File: config.mk
export PLATFORM = sky130hd
export DESIGN_NAME = divider_timer_counter_core
export DESIGN_NICKNAME = d
export VERILOG_FILES = /design/src/hdl/dtc_pkg.sv /design/src/hdl/dtc_ctrl.sv /design/src/hdl/dtc_datapath.sv /design/src/hdl/divider_timer_counter_core.sv
export SDC_FILE = /design/constraint.sdc
export NUM_CORES = 1
export LEC_CHECK = 0
export ABC_CLOCK_PERIOD_IN_PS = 7500
export BUFFER_PORTS_ARGS = -buffer_cell sky130_fd_sc_hd__buf_2
export CAP_MARGIN = 30
export CORE_MARGIN = 5
export CORE_UTILIZATION = 45
export CTS_CLUSTER_SIZE = 14
export DETAILED_ROUTE_END_ITERATION = 10
export PLACE_DENSITY = 0.67
export SLEW_MARGIN = 5
export SYNTH_ARGS = -nofsm -noshare
export SYNTH_HDL_FRONTEND = slang
export SYNTH_SLANG_ARGS = --single-unit
File: constraint.sdc
create_clock -name i_clk -period 7.5 [get_ports i_clk]
set_input_delay 0.375 -clock i_clk [delete_from_list [all_inputs] [get_ports i_clk]]
set_output_delay 0.375 -clock i_clk [all_outputs]
set_load 0.01 [all_outputs]
File: src/hdl/dtc_pkg.sv
// Shared types, codes and helpers for the divider/timer counter block.
`timescale 1ns / 1ps

package dtc_pkg;

    localparam int SYS_W   = 16;
    localparam int TIM_W   = 8;
    localparam int CYC_W   = 8;
    localparam int CTRL_W  = 3;
    localparam int CFG_IDX_W = 8;
    localparam int CFG_DAT_W = 8;
    localparam int CHUNK_W = 3;
    localparam logic [CHUNK_W-1:0] CHUNK_MAX = 3'd4;

    localparam logic [1:0] MODE_ADVANCE = 2'd0;
    localparam logic [1:0] MODE_WRITE   = 2'd1;
    localparam logic [1:0] MODE_CLEAR   = 2'd2;

    localparam logic [CFG_IDX_W-1:0] REG_TIMER_CONTROL = 8'd0;
    localparam logic [CFG_IDX_W-1:0] REG_RELOAD_VALUE  = 8'd1;

    localparam int CTRL_ENABLE_BIT = 2;

    typedef enum logic [1:0] {
        ST_IDLE,
        ST_RUN
    } t_state;

    // controller -> datapath
    typedef struct packed {
        logic load;   // latch a new item
        logic step;   // advance one chunk
        logic emit;   // move the result into the output register
    } t_cmd;

    // datapath -> controller
    typedef struct packed {
        logic remain_zero;
        logic out_free;
    } t_sts;

    // tap bit position of the system counter for a select code
    function automatic logic [3:0] tap_index(input logic [1:0] sel);
        logic [3:0] idx;
        case (sel)
            2'd0:    idx = 4'd9;
            2'd1:    idx = 4'd3;
            2'd2:    idx = 4'd5;
            default: idx = 4'd7;
        endcase
        return idx;
    endfunction

endpackage

File: src/hdl/dtc_ctrl.sv
// Controller state machine: sequences item load, chunk steps and result hand-off.
`timescale 1ns / 1ps

module dtc_ctrl (
    input  logic          i_clk,
    input  logic          i_rst_n,
    input  logic          i_in_valid,
    output logic          o_in_ready,
    input  dtc_pkg::t_sts i_sts,
    output dtc_pkg::t_cmd o_cmd
);

    dtc_pkg::t_state r_state;
    dtc_pkg::t_state n_state;

    always_ff @(posedge i_clk) begin
        if (!i_rst_n) begin
            r_state <= dtc_pkg::ST_IDLE;
        end else begin
            r_state <= n_state;
        end
    end

    always_comb begin
        n_state = r_state;
        case (r_state)
            dtc_pkg::ST_IDLE: begin
                if (i_in_valid) n_state = dtc_pkg::ST_RUN;
            end
            dtc_pkg::ST_RUN: begin
                if (i_sts.remain_zero && i_sts.out_free) n_state = dtc_pkg::ST_IDLE;
            end
            default: n_state = dtc_pkg::ST_IDLE;
        endcase
    end

    always_comb begin
        o_in_ready = 1'b0;
        o_cmd      = '0;
        case (r_state)
            dtc_pkg::ST_IDLE: begin
                o_in_ready = 1'b1;
                o_cmd.load = i_in_valid;
            end
            dtc_pkg::ST_RUN: begin
                // wait here with the finished result while the output is still occupied
                o_cmd.step = !i_sts.remain_zero;
                o_cmd.emit = i_sts.remain_zero && i_sts.out_free;
            end
            default: begin
                o_in_ready = 1'b0;
            end
        endcase
    end

endmodule

File: src/hdl/dtc_datapath.sv
// Datapath: system and timer counters, config registers and the output register.
`timescale 1ns / 1ps

module dtc_datapath (
    input  logic                              i_clk,
    input  logic                              i_rst_n,
    input  dtc_pkg::t_cmd                     i_cmd,
    output dtc_pkg::t_sts                     o_sts,
    input  logic [1:0]                        i_mode,
    input  logic [dtc_pkg::CYC_W-1:0]         i_cycles,
    input  logic [dtc_pkg::TIM_W-1:0]         i_write_value,
    input  logic                              i_cfg_we,
    input  logic [dtc_pkg::CFG_IDX_W-1:0]     i_cfg_index,
    input  logic [dtc_pkg::CFG_DAT_W-1:0]     i_cfg_data,
    output logic                              o_out_valid,
    input  logic                              i_out_ready,
    output logic [dtc_pkg::TIM_W-1:0]         o_divider,
    output logic [dtc_pkg::TIM_W-1:0]         o_counter,
    output logic                              o_irq
);

    logic [dtc_pkg::SYS_W-1:0]   r_sys;
    logic [dtc_pkg::TIM_W-1:0]   r_tim;
    logic [dtc_pkg::CYC_W-1:0]   r_remain;
    logic                        r_irq;
    logic [dtc_pkg::CTRL_W-1:0]  r_ctrl;
    logic [dtc_pkg::TIM_W-1:0]   r_reload;
    logic                        r_out_valid;
    logic [dtc_pkg::TIM_W-1:0]   r_out_div;
    logic [dtc_pkg::TIM_W-1:0]   r_out_cnt;
    logic                        r_out_irq;

    logic [dtc_pkg::CHUNK_W-1:0] chunk;
    logic [dtc_pkg::SYS_W-1:0]   sys_next;
    logic [3:0]                  tap;
    logic                        tick;

    always_comb begin
        chunk    = (r_remain >= dtc_pkg::CYC_W'(dtc_pkg::CHUNK_MAX)) ?
                   dtc_pkg::CHUNK_MAX : r_remain[dtc_pkg::CHUNK_W-1:0];
        sys_next = r_sys + dtc_pkg::SYS_W'(chunk);
        tap      = dtc_pkg::tap_index(r_ctrl[1:0]);
        // falling edge of the selected tap across this chunk
        tick     = r_ctrl[dtc_pkg::CTRL_ENABLE_BIT] && r_sys[tap] && !sys_next[tap];
    end

    // r_remain is already zero whenever a new item is loaded
    always_ff @(posedge i_clk) begin
        if (!i_rst_n) begin
            r_sys    <= '0;
            r_tim    <= '0;
            r_remain <= '0;
            r_irq    <= 1'b0;
        end else if (i_cmd.load) begin
            r_irq    <= 1'b0;
            case (i_mode)
                dtc_pkg::MODE_ADVANCE: r_remain <= i_cycles;
                dtc_pkg::MODE_WRITE:   r_tim    <= i_write_value;
                dtc_pkg::MODE_CLEAR:   r_sys    <= '0;
                default:               r_remain <= '0;
            endcase
        end else if (i_cmd.step) begin
            r_sys    <= sys_next;
            r_remain <= r_remain - dtc_pkg::CYC_W'(chunk);
            if (tick) begin
                if (r_tim == '1) begin
                    r_tim <= r_reload;
                    r_irq <= 1'b1;
                end else begin
                    r_tim <= r_tim + dtc_pkg::TIM_W'(1);
                end
            end
        end
    end

    always_ff @(posedge i_clk) begin
        if (!i_rst_n) begin
            r_ctrl   <= '0;
            r_reload <= '0;
        end else if (i_cfg_we) begin
            if (i_cfg_index == dtc_pkg::REG_TIMER_CONTROL) begin
                r_ctrl <= i_cfg_data[dtc_pkg::CTRL_W-1:0];
            end else if (i_cfg_index == dtc_pkg::REG_RELOAD_VALUE) begin
                r_reload <= i_cfg_data;
            end
        end
    end

    always_ff @(posedge i_clk) begin
        if (!i_rst_n) begin
            r_out_valid <= 1'b0;
        end else if (i_cmd.emit) begin
            r_out_valid <= 1'b1;
        end else if (i_out_ready) begin
            r_out_valid <= 1'b0;
        end
    end

    always_ff @(posedge i_clk) begin
        if (i_cmd.emit) begin
            r_out_div <= r_sys[dtc_pkg::SYS_W-1 -: dtc_pkg::TIM_W];
            r_out_cnt <= r_tim;
            r_out_irq <= r_irq;
        end
    end

    assign o_sts.remain_zero = (r_remain == '0);
    assign o_sts.out_free    = !r_out_valid || i_out_ready;
    assign o_out_valid       = r_out_valid;
    assign o_divider         = r_out_div;
    assign o_counter         = r_out_cnt;
    assign o_irq             = r_out_irq;

`ifndef SYNTHESIS
    a_cmd_exclusive: assert property (@(posedge i_clk) disable iff (!i_rst_n)
        $countones({i_cmd.load, i_cmd.step, i_cmd.emit}) <= 1)
        else $error("datapath commands overlap");

    a_remain_drops: assert property (@(posedge i_clk) disable iff (!i_rst_n)
        i_cmd.step && (r_remain != '0) |=> r_remain < $past(r_remain))
        else $error("cycle count did not decrease on a step");

    a_irq_sticky: assert property (@(posedge i_clk) disable iff (!i_rst_n)
        i_cmd.step && r_irq |=> r_irq)
        else $error("interrupt flag lost within an advance");

    a_emit_when_done: assert property (@(posedge i_clk) disable iff (!i_rst_n)
        i_cmd.emit |-> (r_remain == '0) && (!r_out_valid || i_out_ready))
        else $error("result emitted before the item finished or over a pending beat");
`endif

endmodule

File: src/hdl/divider_timer_counter_core.sv
// Top level of the divider/timer counter block.
`timescale 1ns / 1ps
//
// Input stream (s side): one beat per item. tuser carries the mode (advance,
// write timer counter, clear system counter); tdata carries cycles and the
// new counter value. Output stream (m side): one beat per item with the
// divider byte, the timer counter and the overflow flag.
// Config channel: index 0 is timer control, index 1 the reload value; it is
// always ready. Writes must go in only while no item is in flight; the block itself does not enforce this.
// An advance item is accepted, then steps the system counter in chunks until
// its cycles are used up, and its result is then moved into the output
// register; write, clear, unused-mode and zero-cycle items take no chunk
// step. The chunk loop advances the system counter by at most four per clock
// in a single adder and tap-edge check.
// One item is processed at a time; the next is accepted once the result has
// been moved into the output register.
// If the receiver stalls, the result holds in the output register while the
// next item is accepted and run; that item then waits until the beat is taken.
// Reset (synchronous, active low) clears both counters, both config
// registers and any pending result.
//

module divider_timer_counter_core (
    input  logic        i_clk,
    input  logic        i_rst_n,
    input  logic        i_s_tvalid,
    output logic        o_s_tready,
    input  logic [15:0] i_s_tdata,   // [7:0] cycles, [15:8] write_value
    input  logic [1:0]  i_s_tuser,   // [1:0] mode
    output logic        o_m_tvalid,
    input  logic        i_m_tready,
    output logic [23:0] o_m_tdata,   // [7:0] divider, [15:8] counter, [16] interrupt_request
    input  logic        i_cfg_valid,
    output logic        o_cfg_ready,
    input  logic [dtc_pkg::CFG_IDX_W-1:0] i_cfg_index,
    input  logic [dtc_pkg::CFG_DAT_W-1:0] i_cfg_data
);

    dtc_pkg::t_cmd cmd;
    dtc_pkg::t_sts sts;
    logic [dtc_pkg::TIM_W-1:0] divider;
    logic [dtc_pkg::TIM_W-1:0] counter;
    logic                      irq;

    assign o_cfg_ready = 1'b1;

    dtc_ctrl u_ctrl (
        .i_clk      (i_clk),
        .i_rst_n    (i_rst_n),
        .i_in_valid (i_s_tvalid),
        .o_in_ready (o_s_tready),
        .i_sts      (sts),
        .o_cmd      (cmd)
    );

    dtc_datapath u_datapath (
        .i_clk         (i_clk),
        .i_rst_n       (i_rst_n),
        .i_cmd         (cmd),
        .o_sts         (sts),
        .i_mode        (i_s_tuser),
        .i_cycles      (i_s_tdata[7:0]),
        .i_write_value (i_s_tdata[15:8]),
        .i_cfg_we      (i_cfg_valid && o_cfg_ready),
        .i_cfg_index   (i_cfg_index),
        .i_cfg_data    (i_cfg_data),
        .o_out_valid   (o_m_tvalid),
        .i_out_ready   (i_m_tready),
        .o_divider     (divider),
        .o_counter     (counter),
        .o_irq         (irq)
    );

    assign o_m_tdata = {7'd0, irq, counter, divider};

endmodule
== After elaboration in Yosys (flattened, before gate mapping) ==
Index checks and enable logic that the tools add are counted.
W data, S select, Z words.

* $add $sub $neg: 3
* Multipliers: 0
* Divide/modulo/power cells: 0
* $lt $le $gt $ge: 2
* Equality and inequality tests: 12
* Shifts and indexed selects: 0
* Multiplexer cells: 25
* Bitwise logic cells: 2
* Reduce and logical (&&, ||, !) cells: 24

{| class="wikitable"
|+ Operators by type and width
! operator !! count
|-
| $mux W8 || 7
|-
| $mux W16 || 3
|-
| $add A16 B3 Y16 || 1
|-
| $logic_not A8 Y1 || 2
|-
| $pmux W8 S2 || 1
|-
| $pmux W4 S3 || 1
|-
| $reduce_and A3 Y1 || 3
|-
| $add A8 B1 Y8 const B || 1
|-
| $bmux W1 S4 || 2
|-
| $eq A8 B1 Y1 const B || 1
|-
| $eq A8 B8 Y1 const B || 1
|-
| $ge A8 B3 Y1 const B || 1
|-
| $reduce_and A2 Y1 || 4
|-
| $sub A8 B3 Y8 || 1
|-
| $eq A2 B1 Y1 const B || 3
|-
| $logic_not A2 Y1 || 3
|-
| $mux W1 || 6
|-
| $mux W2 || 3
|-
| $ne A2 B1 Y1 const B || 3
|-
| $reduce_bool A2 Y1 || 3
|-
| $lt A4 B5 Y1 const B || 1
|-
| $eq A2 B2 Y1 const B || 2
|-
| $ne A2 B2 Y1 const B || 2
|-
| $pmux W2 S2 || 1
|-
| other kinds (6) || 12
|}

* Register bits after elaboration: 64
* Latch bits: 0
* Bits in writable memories: 0
* Bits in read-only memories: 0
* Bits of input ports: 39
* Output and inout port bits: 27
* Logic and storage cells: 79
* Memories: 0

== Logic depth before layout (Yosys ltp) ==
Gate-level depths: netlist (run 1).

* Depth in word-level cells: 10
* Gate-level depth with buffers: 11
* Mapped depth without buffers: 10

== Hierarchy ==
From an unflattened synthesis (run 1), not the netlist that was laid out.

* Cell total of the unflattened synthesis: 355
* Area total of the unflattened synthesis: 3323.2 um^2

{| class="wikitable"
|+ By module, submodules not included
! module !! instances !! cells each !! area each (um^2) !! seq. area each (um^2)
|-
| dtc_datapath || 1 || 337 || 3189.3 || 1411.4
|-
| divider_timer_counter_core || 1 || 11 || 75.1 || 0.0
|-
| dtc_ctrl || 1 || 7 || 58.8 || 20.0
|}

== Least setup slack after synthesis (run 1) ==
No wires, ideal clock.

* Kind: register to register
* Start: register u_datapath.r_remain[4] (netlist bit)
* End: register u_datapath.r_tim[3] (netlist bit)
* Setup time: 0.116 ns
* Arrival: 3.012 ns
* Required time: 7.384 ns
* Path slack: 4.372 ns
* Stages on the path, launching flop included: 12
* Buffers on the path: 1
* Period minus slack after synthesis: 3.128 ns
* Cells stage by stage: dfxtp_1 > or4_4 > nor3_1 > inv_1 > ha_1 > nor2_2 > nor4b_4 > mux2i_1 > o221a_4 > or2_1 > buf_6 > o211a_1

* Cells in the longest elaborated chain, start to end: 9
* Elaborated cells between the ends (all ways): 13
* Classes of those cells: 1 x add/sub; 1 x order compare; 4 x mux; 7 x reduce/logical

{| class="wikitable"
|+ RTL lines
! item !! line !! text
|-
| start, declared || dtc_datapath.sv:24 || <nowiki>logic [dtc_pkg::CYC_W-1:0] r_remain;</nowiki>
|-
| start signal, assigned || dtc_datapath.sv:57 || <nowiki>dtc_pkg::MODE_ADVANCE: r_remain <= i_cycles;</nowiki>
|-
| start signal, assigned || dtc_datapath.sv:64 || <nowiki>r_remain <= r_remain - dtc_pkg::CYC_W'(chunk);</nowiki>
|-
| $ge A8 B3 Y1 || dtc_datapath.sv:39 || <nowiki>chunk = (r_remain >= dtc_pkg::CYC_W'(dtc_pkg::CHUNK_MAX)) ?</nowiki>
|-
| $mux W3 || dtc_datapath.sv:39 ||
|-
| $add A16 B3 Y16 || dtc_datapath.sv:41 || <nowiki>sys_next = r_sys + dtc_pkg::SYS_W'(chunk);</nowiki>
|-
| $bmux W1 S4 || dtc_datapath.sv:44 || <nowiki>tick = r_ctrl[dtc_pkg::CTRL_ENABLE_BIT] && r_sys[tap] && !sys_next[tap];</nowiki>
|-
| $mux W1 (not written as such) || dtc_datapath.sv:44 ||
|-
| $logic_not A1 Y1 || dtc_datapath.sv:44 ||
|-
| $logic_and A1 B1 Y1 || dtc_datapath.sv:44 ||
|-
| $reduce_bool A2 Y1 (no line) || - ||
|-
| $reduce_and A3 Y1 (no line) (*) || - ||
|-
| end signal, assigned || dtc_datapath.sv:58 || <nowiki>dtc_pkg::MODE_WRITE: r_tim <= i_write_value;</nowiki>
|-
| end signal, assigned || dtc_datapath.sv:67 || <nowiki>r_tim <= r_reload;</nowiki>
|-
| end signal, assigned || dtc_datapath.sv:70 || <nowiki>r_tim <= r_tim + dtc_pkg::TIM_W'(1);</nowiki>
|-
| end, declared || dtc_datapath.sv:23 || <nowiki>logic [dtc_pkg::TIM_W-1:0] r_tim;</nowiki>
|}

Every way passes the cells marked *; elsewhere a longest branch is shown, timed or not. The select of a mux whose other input is x is not followed.
A chain may end at the register's enable or synchronous reset.

== Worst setup path in the final report (run 1) ==
* Start: register u_datapath.r_remain[4] (netlist bit)
* End: register u_datapath.r_tim[0] (netlist bit)

Same word-level chain as after synthesis.

==> results.json, run 1 <==
{
  "track_usage_pct": 16.6,
  "gp_congestion": 0.851,
  "critPathLaunchType": "flip-flop",
  "hold_viol_final": 0,
  "netlist_instances": 371,
  "leakage_nw": 1.55,
  "ctsRootBufferMaster": "clkbuf_8",
  "p_per_area_mw_per_mm2": 227,
  "crit_chain": "or4_4 > nor3_1 > inv_1 > ha_1 > nor2_2 > nor4_1 > o31ai_1 > o221a_4 > or2_1 > mux2i_1",
  "status": "finished clean",
  "dr_wl_met3_um": 433,
  "drv_cap": 0,
  "finClkSkew_ns": 0.00947,
  "ys_seq_area_share_pct": 42.1,
  "cts_tree": "done",
  "num_io_pins": 66,
  "synth.area.top_cells": "dfxtp_1, edfxtp_1, nand2_1, mux2i_1, nor2b_1",
  "ys_seq_elements": 63,
  "start_util_pct": 46.6,
  "num_vias": 2842,
  "cts_buffers": 9,
  "endpoint_kind": "flip-flop",
  "rsz0062_at_grt": "false",
  "synth_area_per_cell_um2": 9.16,
  "clkTransAtPathRegs_ns": 0.08,
  "ys_types": 62,
  "critPathBufInv": 1,
  "dp_hpwl_um": 5530,
  "grt_pass1_wl_um": 12900,
  "grt_pass1_vias": 2692,
  "path_class": "flip-flop to flip-flop",
  "slew_headroom_pct": 37.8,
  "htree_levels": 3,
  "crit_path_max_fanout": 8,
  "post_drt_wl_per_cell_um": 14.4,
  "min_period_ns": 3.44,
  "fmax_mhz": 291,
  "cts_resized": 0,
  "yosysMostFrequentCell": "nand2_1",
  "clock_latency_ns": 0.35,
  "synth_top_cells_by_count": "nand2_1, dfxtp_1, nor2b_1, o21ai_0",
  "hold-path-cell-count": 3,
  "yosys_warnings": 0,
  "hold_class": "input port to flip-flop",
  "cts.sinks": 63,
  "syn-cell-area_mm2": 0.00340,
  "crit_cells": 10,
  "critPathRequiredTime_ns": 7.78,
  "finalPower_mw": 0.878,
  "topRoutingLayerUsed": "met4",
  "synth_top_cell_area_share_pct": 27.1,
  "fin_crit_sh_pct": 45.9,
  "dr.pass1.iters": 4,
  "die_h_um": 96.9,
  "setup_viol": 0,
  "synthFlopType": "dfxtp_1",
  "core_area_mm2": 0.00729,
  "ant_nets": 0,
  "slew_viol_final": 0,
  "drt_iter0_drc": 223,
  "cts_buffer_depth": 2,
  "cp.arrival_ns": 3.72,
  "grt_overflow": 0,
  "port_buffers": 57,
  "wl_met1_um": 3510,
  "cts_setup_buffers": 0,
  "antenna_found_initial": 0,
  "wl_um": 7550,
  "syn_to_final_growth_pct": 13.7,
  "met2_length_um": 3510,
  "synthArstFlopShare_pct": 0,
  "whs_ns": 0.282,
  "path_delay_family": "simple AND/OR/NAND/NOR gates",
  "die_area_mm2": 0.00939,
  "synth_edf_count": 17,
  "reg2reg_depth": 10,
  "fp.dieW_um": 96.9,
  "crit_slowest_cell": "or4_4",
  "drc": 0,
  "rows": 31,
  "viasPerCell": 5.43,
  "n_antenna_cell": 0,
  "fin_nets": 467,
  "worst-slew-pin-transition_ns": 0.926,
  "slowest_delay_ns": 0.58,
  "synth_area_leader_cell": "dfxtp_1",
  "fin_tns_setup_ns": 0,
  "grt_max_degree": 56,
  "drive_gt1_share_pct": 20.8,
  "ir_drop_mv": 0.114,
  "hold_buffers": 0
}
==> sequential cells by signal, summed over array words and instances, names as in the netlist <==
register,count
u_ctrl.r_state,1
u_datapath.r_ctrl,3
u_datapath.r_sys,16
u_datapath.o_counter,8
u_datapath.r_remain,8
u_datapath.r_reload,8
u_datapath.r_irq,1
u_datapath.r_tim,8
u_datapath.o_out_valid,1
u_datapath.o_irq,1
u_datapath.o_divider,8
==> kinds of logic (layout without fill, tap and decap cells) <==
kind of cell    Yosys count  after routing  synth area share, %
other cells               2              9                0.221
fa+ha+maj                 9              9                 3.54
mux                      17             17                 5.41
xor+xnor                  6              6                 1.55
simple gates            153            153                 24.4
flops                    63             63                 42.1
buf+inv                  34             80                 5.16
compound gates           87             87                 17.6
==> final timing paths <==
check	from	slack, ns	end
worst max-delay path	u_datapath.r_remain[4]	4.06	u_datapath.r_tim[0]
worst min-delay path	i_cfg_data[6]	0.28	u_datapath.r_reload[6]
worst max register to register	u_datapath.r_remain[4]	4.06	u_datapath.r_tim[0]
worst min register to register	u_datapath.r_sys[15]	0.47	u_datapath.o_divider[7]
==> area by class of cell <==
cell class              instances  area [µm²]
inverters                       5        18.8
well taps                      99         124
flip-flops and latches         63        1430
clock buffers                   9         124
repair buffers                 59         300
clock inverters                 7        46.3
multi-input cells             281        1820
fillers                       726        3430
==> through the flow <==
step                      instance area (µm²)  setup slack [ns]  instances  util [%]
after floorplan                          3420              4.37        378         -
after detailed placement                 3690              4.06        507      50.6
after global placement                   3690              4.20        507      50.6
final                                    3860              4.06        523      53.0
after global routing                     3860              3.79        523      53.0
after CTS                                3860              4.04        523      53.0
==> metal layers <==
metal | vias to the layer above | global-route usage, %
li1 | 1425 | -
met3 | 9 | 4.53
met1 | 1332 | 21.9
met2 | 76 | 26.0
met4 | 0 | 6.16
met5 | - | 0
==> worst min-delay path, delay by kind of cell <==
kind,cells,cell delay (ns)
buf+inv,1,0.07
mux,1,0.05
simple gates,1,0.09
==> cells in the final DEF (no fill, tap or decap), types with 15 or more instances in the layout <==
master	netlist	final
nor2b_1	21	21
edfxtp_1	17	17
nand3_1	19	19
nor2_1	19	19
buf_2	1	57
dfxtp_1	46	46
mux2i_1	15	15
o21ai_0	21	21
nand2_1	47	47
a21oi_1	16	16
==> report_power, final <==
part	internal, mW	switching [mW]
Sequential	0.379	0.0202
Clock	0.120	0.138
Combinational	0.0796	0.142
Note: power is estimated with default switching activity, not from simulation.
==> inputs of run 2 (changes only) <==
ABC_CLOCK_PERIOD_IN_PS = 3400   (was 7500)
clock period = 3.4 ns   (was 7.5 ns; I/O delays follow)
==> run 2 against run 1 <==
Against the previous run: global-route usage up 0.30 points; first-iteration DRC count decreased by 52%; highest routed layer unchanged; sequential share of layout area decreased by 1.2 points; design area increased by 3.3%; final cell count grew 1.1%; sequential power rose by 120%; combinational power rose by 140%.
==> results.json, run 2 (same netlist as run 1, synthesis figures left out) <==
{
  "fin_ws_ns": 0.285,
  "p_per_area_mw_per_mm2": 541,
  "final_common_cell": "buf_2",
  "critPathLaunchType": "flip-flop",
  "drv_cap": 0,
  "num_vias": 2875,
  "rsz0062_at_grt": "false",
  "placed_cells": 512,
  "n_antenna_cell": 0,
  "cts_buffer_depth": 2,
  "final_cell_mix": "buf_2, nand2_1, dfxtp_1, nor2b_1, o21ai_0",
  "cts_tree": "done",
  "drive_gt1_share_pct": 22.6,
  "slew_viol_final": 0,
  "fp.dieW_um": 96.9,
  "rows": 31,
  "path_class": "flip-flop to flip-flop",
  "ctsRootBufferMaster": "clkbuf_8",
  "antenna_found_initial": 0,
  "slew_headroom_pct": 40.5,
  "gp_congestion": 0.834,
  "design_area_mm2": 0.00399,
  "dr.pass1.iters": 5,
  "cp.arrival_ns": 3.36,
  "cts_buffers": 9,
  "setup_viol": 0,
  "viasPerCell": 5.43,
  "hold_viol_final": 0,
  "min_period_ns": 3.12,
  "drc": 0,
  "whs_ns": 0.0791,
  "crit_path_max_fanout": 8,
  "grt_max_degree": 56,
  "dp_hpwl_um": 5570,
  "track_usage_pct": 16.9,
  "worst-slew-pin-transition_ns": 0.886,
  "regMostFlops": "u_datapath.r_sys",
  "ant_nets": 0,
  "hold_buffers": 0,
  "cts.sinks": 63,
  "finalPower_mw": 2.16,
  "num_io_pins": 66,
  "grt_pass1_vias": 2847,
  "fin_crit_sh_pct": 91.6,
  "largest_register_ffs": 16,
  "core_area_mm2": 0.00729,
  "post_drt_wl_per_cell_um": 14.7,
  "ir_drop_mv": 0.260,
  "pre_cts_slack_ns": 0.154,
  "clock_latency_ns": 0.35,
  "start_util_pct": 46.6,
  "fin_nets": 473,
  "fin_tns_setup_ns": 0,
  "die_h_um": 96.9,
  "status": "finished clean",
  "wl_um": 7780,
  "endpoint_kind": "flip-flop",
  "drt_iter0_drc": 106,
  "critPathRequiredTime_ns": 3.65,
  "leakage_nw": 1.62,
  "fillers": 704,
  "placed_area_mm2": 0.00373,
  "finClkSkew_ns": 0.0130,
  "final_util_pct": 54.7,
  "instances_no_fill": 529,
  "fmax_mhz": 321,
  "syn_to_final_growth_pct": 17.5,
  "die_area_mm2": 0.00939,
  "htree_levels": 3,
  "port_buffers": 57,
  "hold_class": "input port to flip-flop",
  "grt_pass1_wl_um": 13300,
  "clkTransAtPathRegs_ns": 0.08,
  "grt_overflow": 0
}
run 2: cell types whose count changed in the layout (fill, tap and decap cells not counted), moves of 2 or more:
cell / previous run / this run
clkinv_2: 2 / 0
bufinv_16: 0 / 2
clkinv_4: 0 / 2
buf_4: 2 / 7
run 2: power breakdown:
group	total [mW]	switching [mW]	internal [mW]
Combinational	0.531	0.323	0.208
Sequential	0.881	0.0455	0.836
Clock	0.746	0.323	0.423
Total	2.16	0.692	1.47
run 2: worst max-delay path, cell delays in order (launching register included):
cell and delay, ns:
dfxtp_1 0.37, or4_4 0.58, nor3_1 0.20, inv_1 0.09, ha_1 0.38, nor2_4 0.09
nor4b_4 0.31, mux2i_1 0.14, o221a_4 0.34, or2_4 0.31, o211a_1 0.22
run 2: cell type report:
type / count / area [µm²] / share of cell area, %
Multi-Input combinational cell: 281 / 1830 / 45.8
Sequential cell: 63 / 1430 / 35.9
Timing Repair Buffer: 65 / 358 / 8.97
Clock buffer: 9 / 124 / 3.10
Tap cell: 99 / 124 / 3.10
Clock inverter: 7 / 105 / 2.63
Inverter: 5 / 18.8 / 0.470
run 2: worst paths after layout:
path                          startpoint                      to  slack (ns)  depth (start not counted)
setup / recovery  u_datapath.r_remain[4]     u_datapath.r_tim[5]        0.28                         10
hold / removal             i_cfg_data[4]  u_datapath.r_reload[4]        0.08                          3
setup reg to reg  u_datapath.r_remain[4]     u_datapath.r_tim[5]        0.28                         10
hold reg to reg         u_datapath.r_irq        u_datapath.o_irq        0.47                          0
run 2: what timing repair did:
item,CTS,global route
buffers inserted,0,1
endpoints found under the setup margin,0,7
resized for setup,0,3
run 2: metal layers:
metal,up-vias,routed length (µm),track usage [%],share of wire (%)
li1,1438,-,-,-
met1,1330,3450,21.3,44
met2,98,3630,27.2,47
met3,9,587,4.82,7.5
met4,0,107,7.02,1.4
met5,-,0,0,0
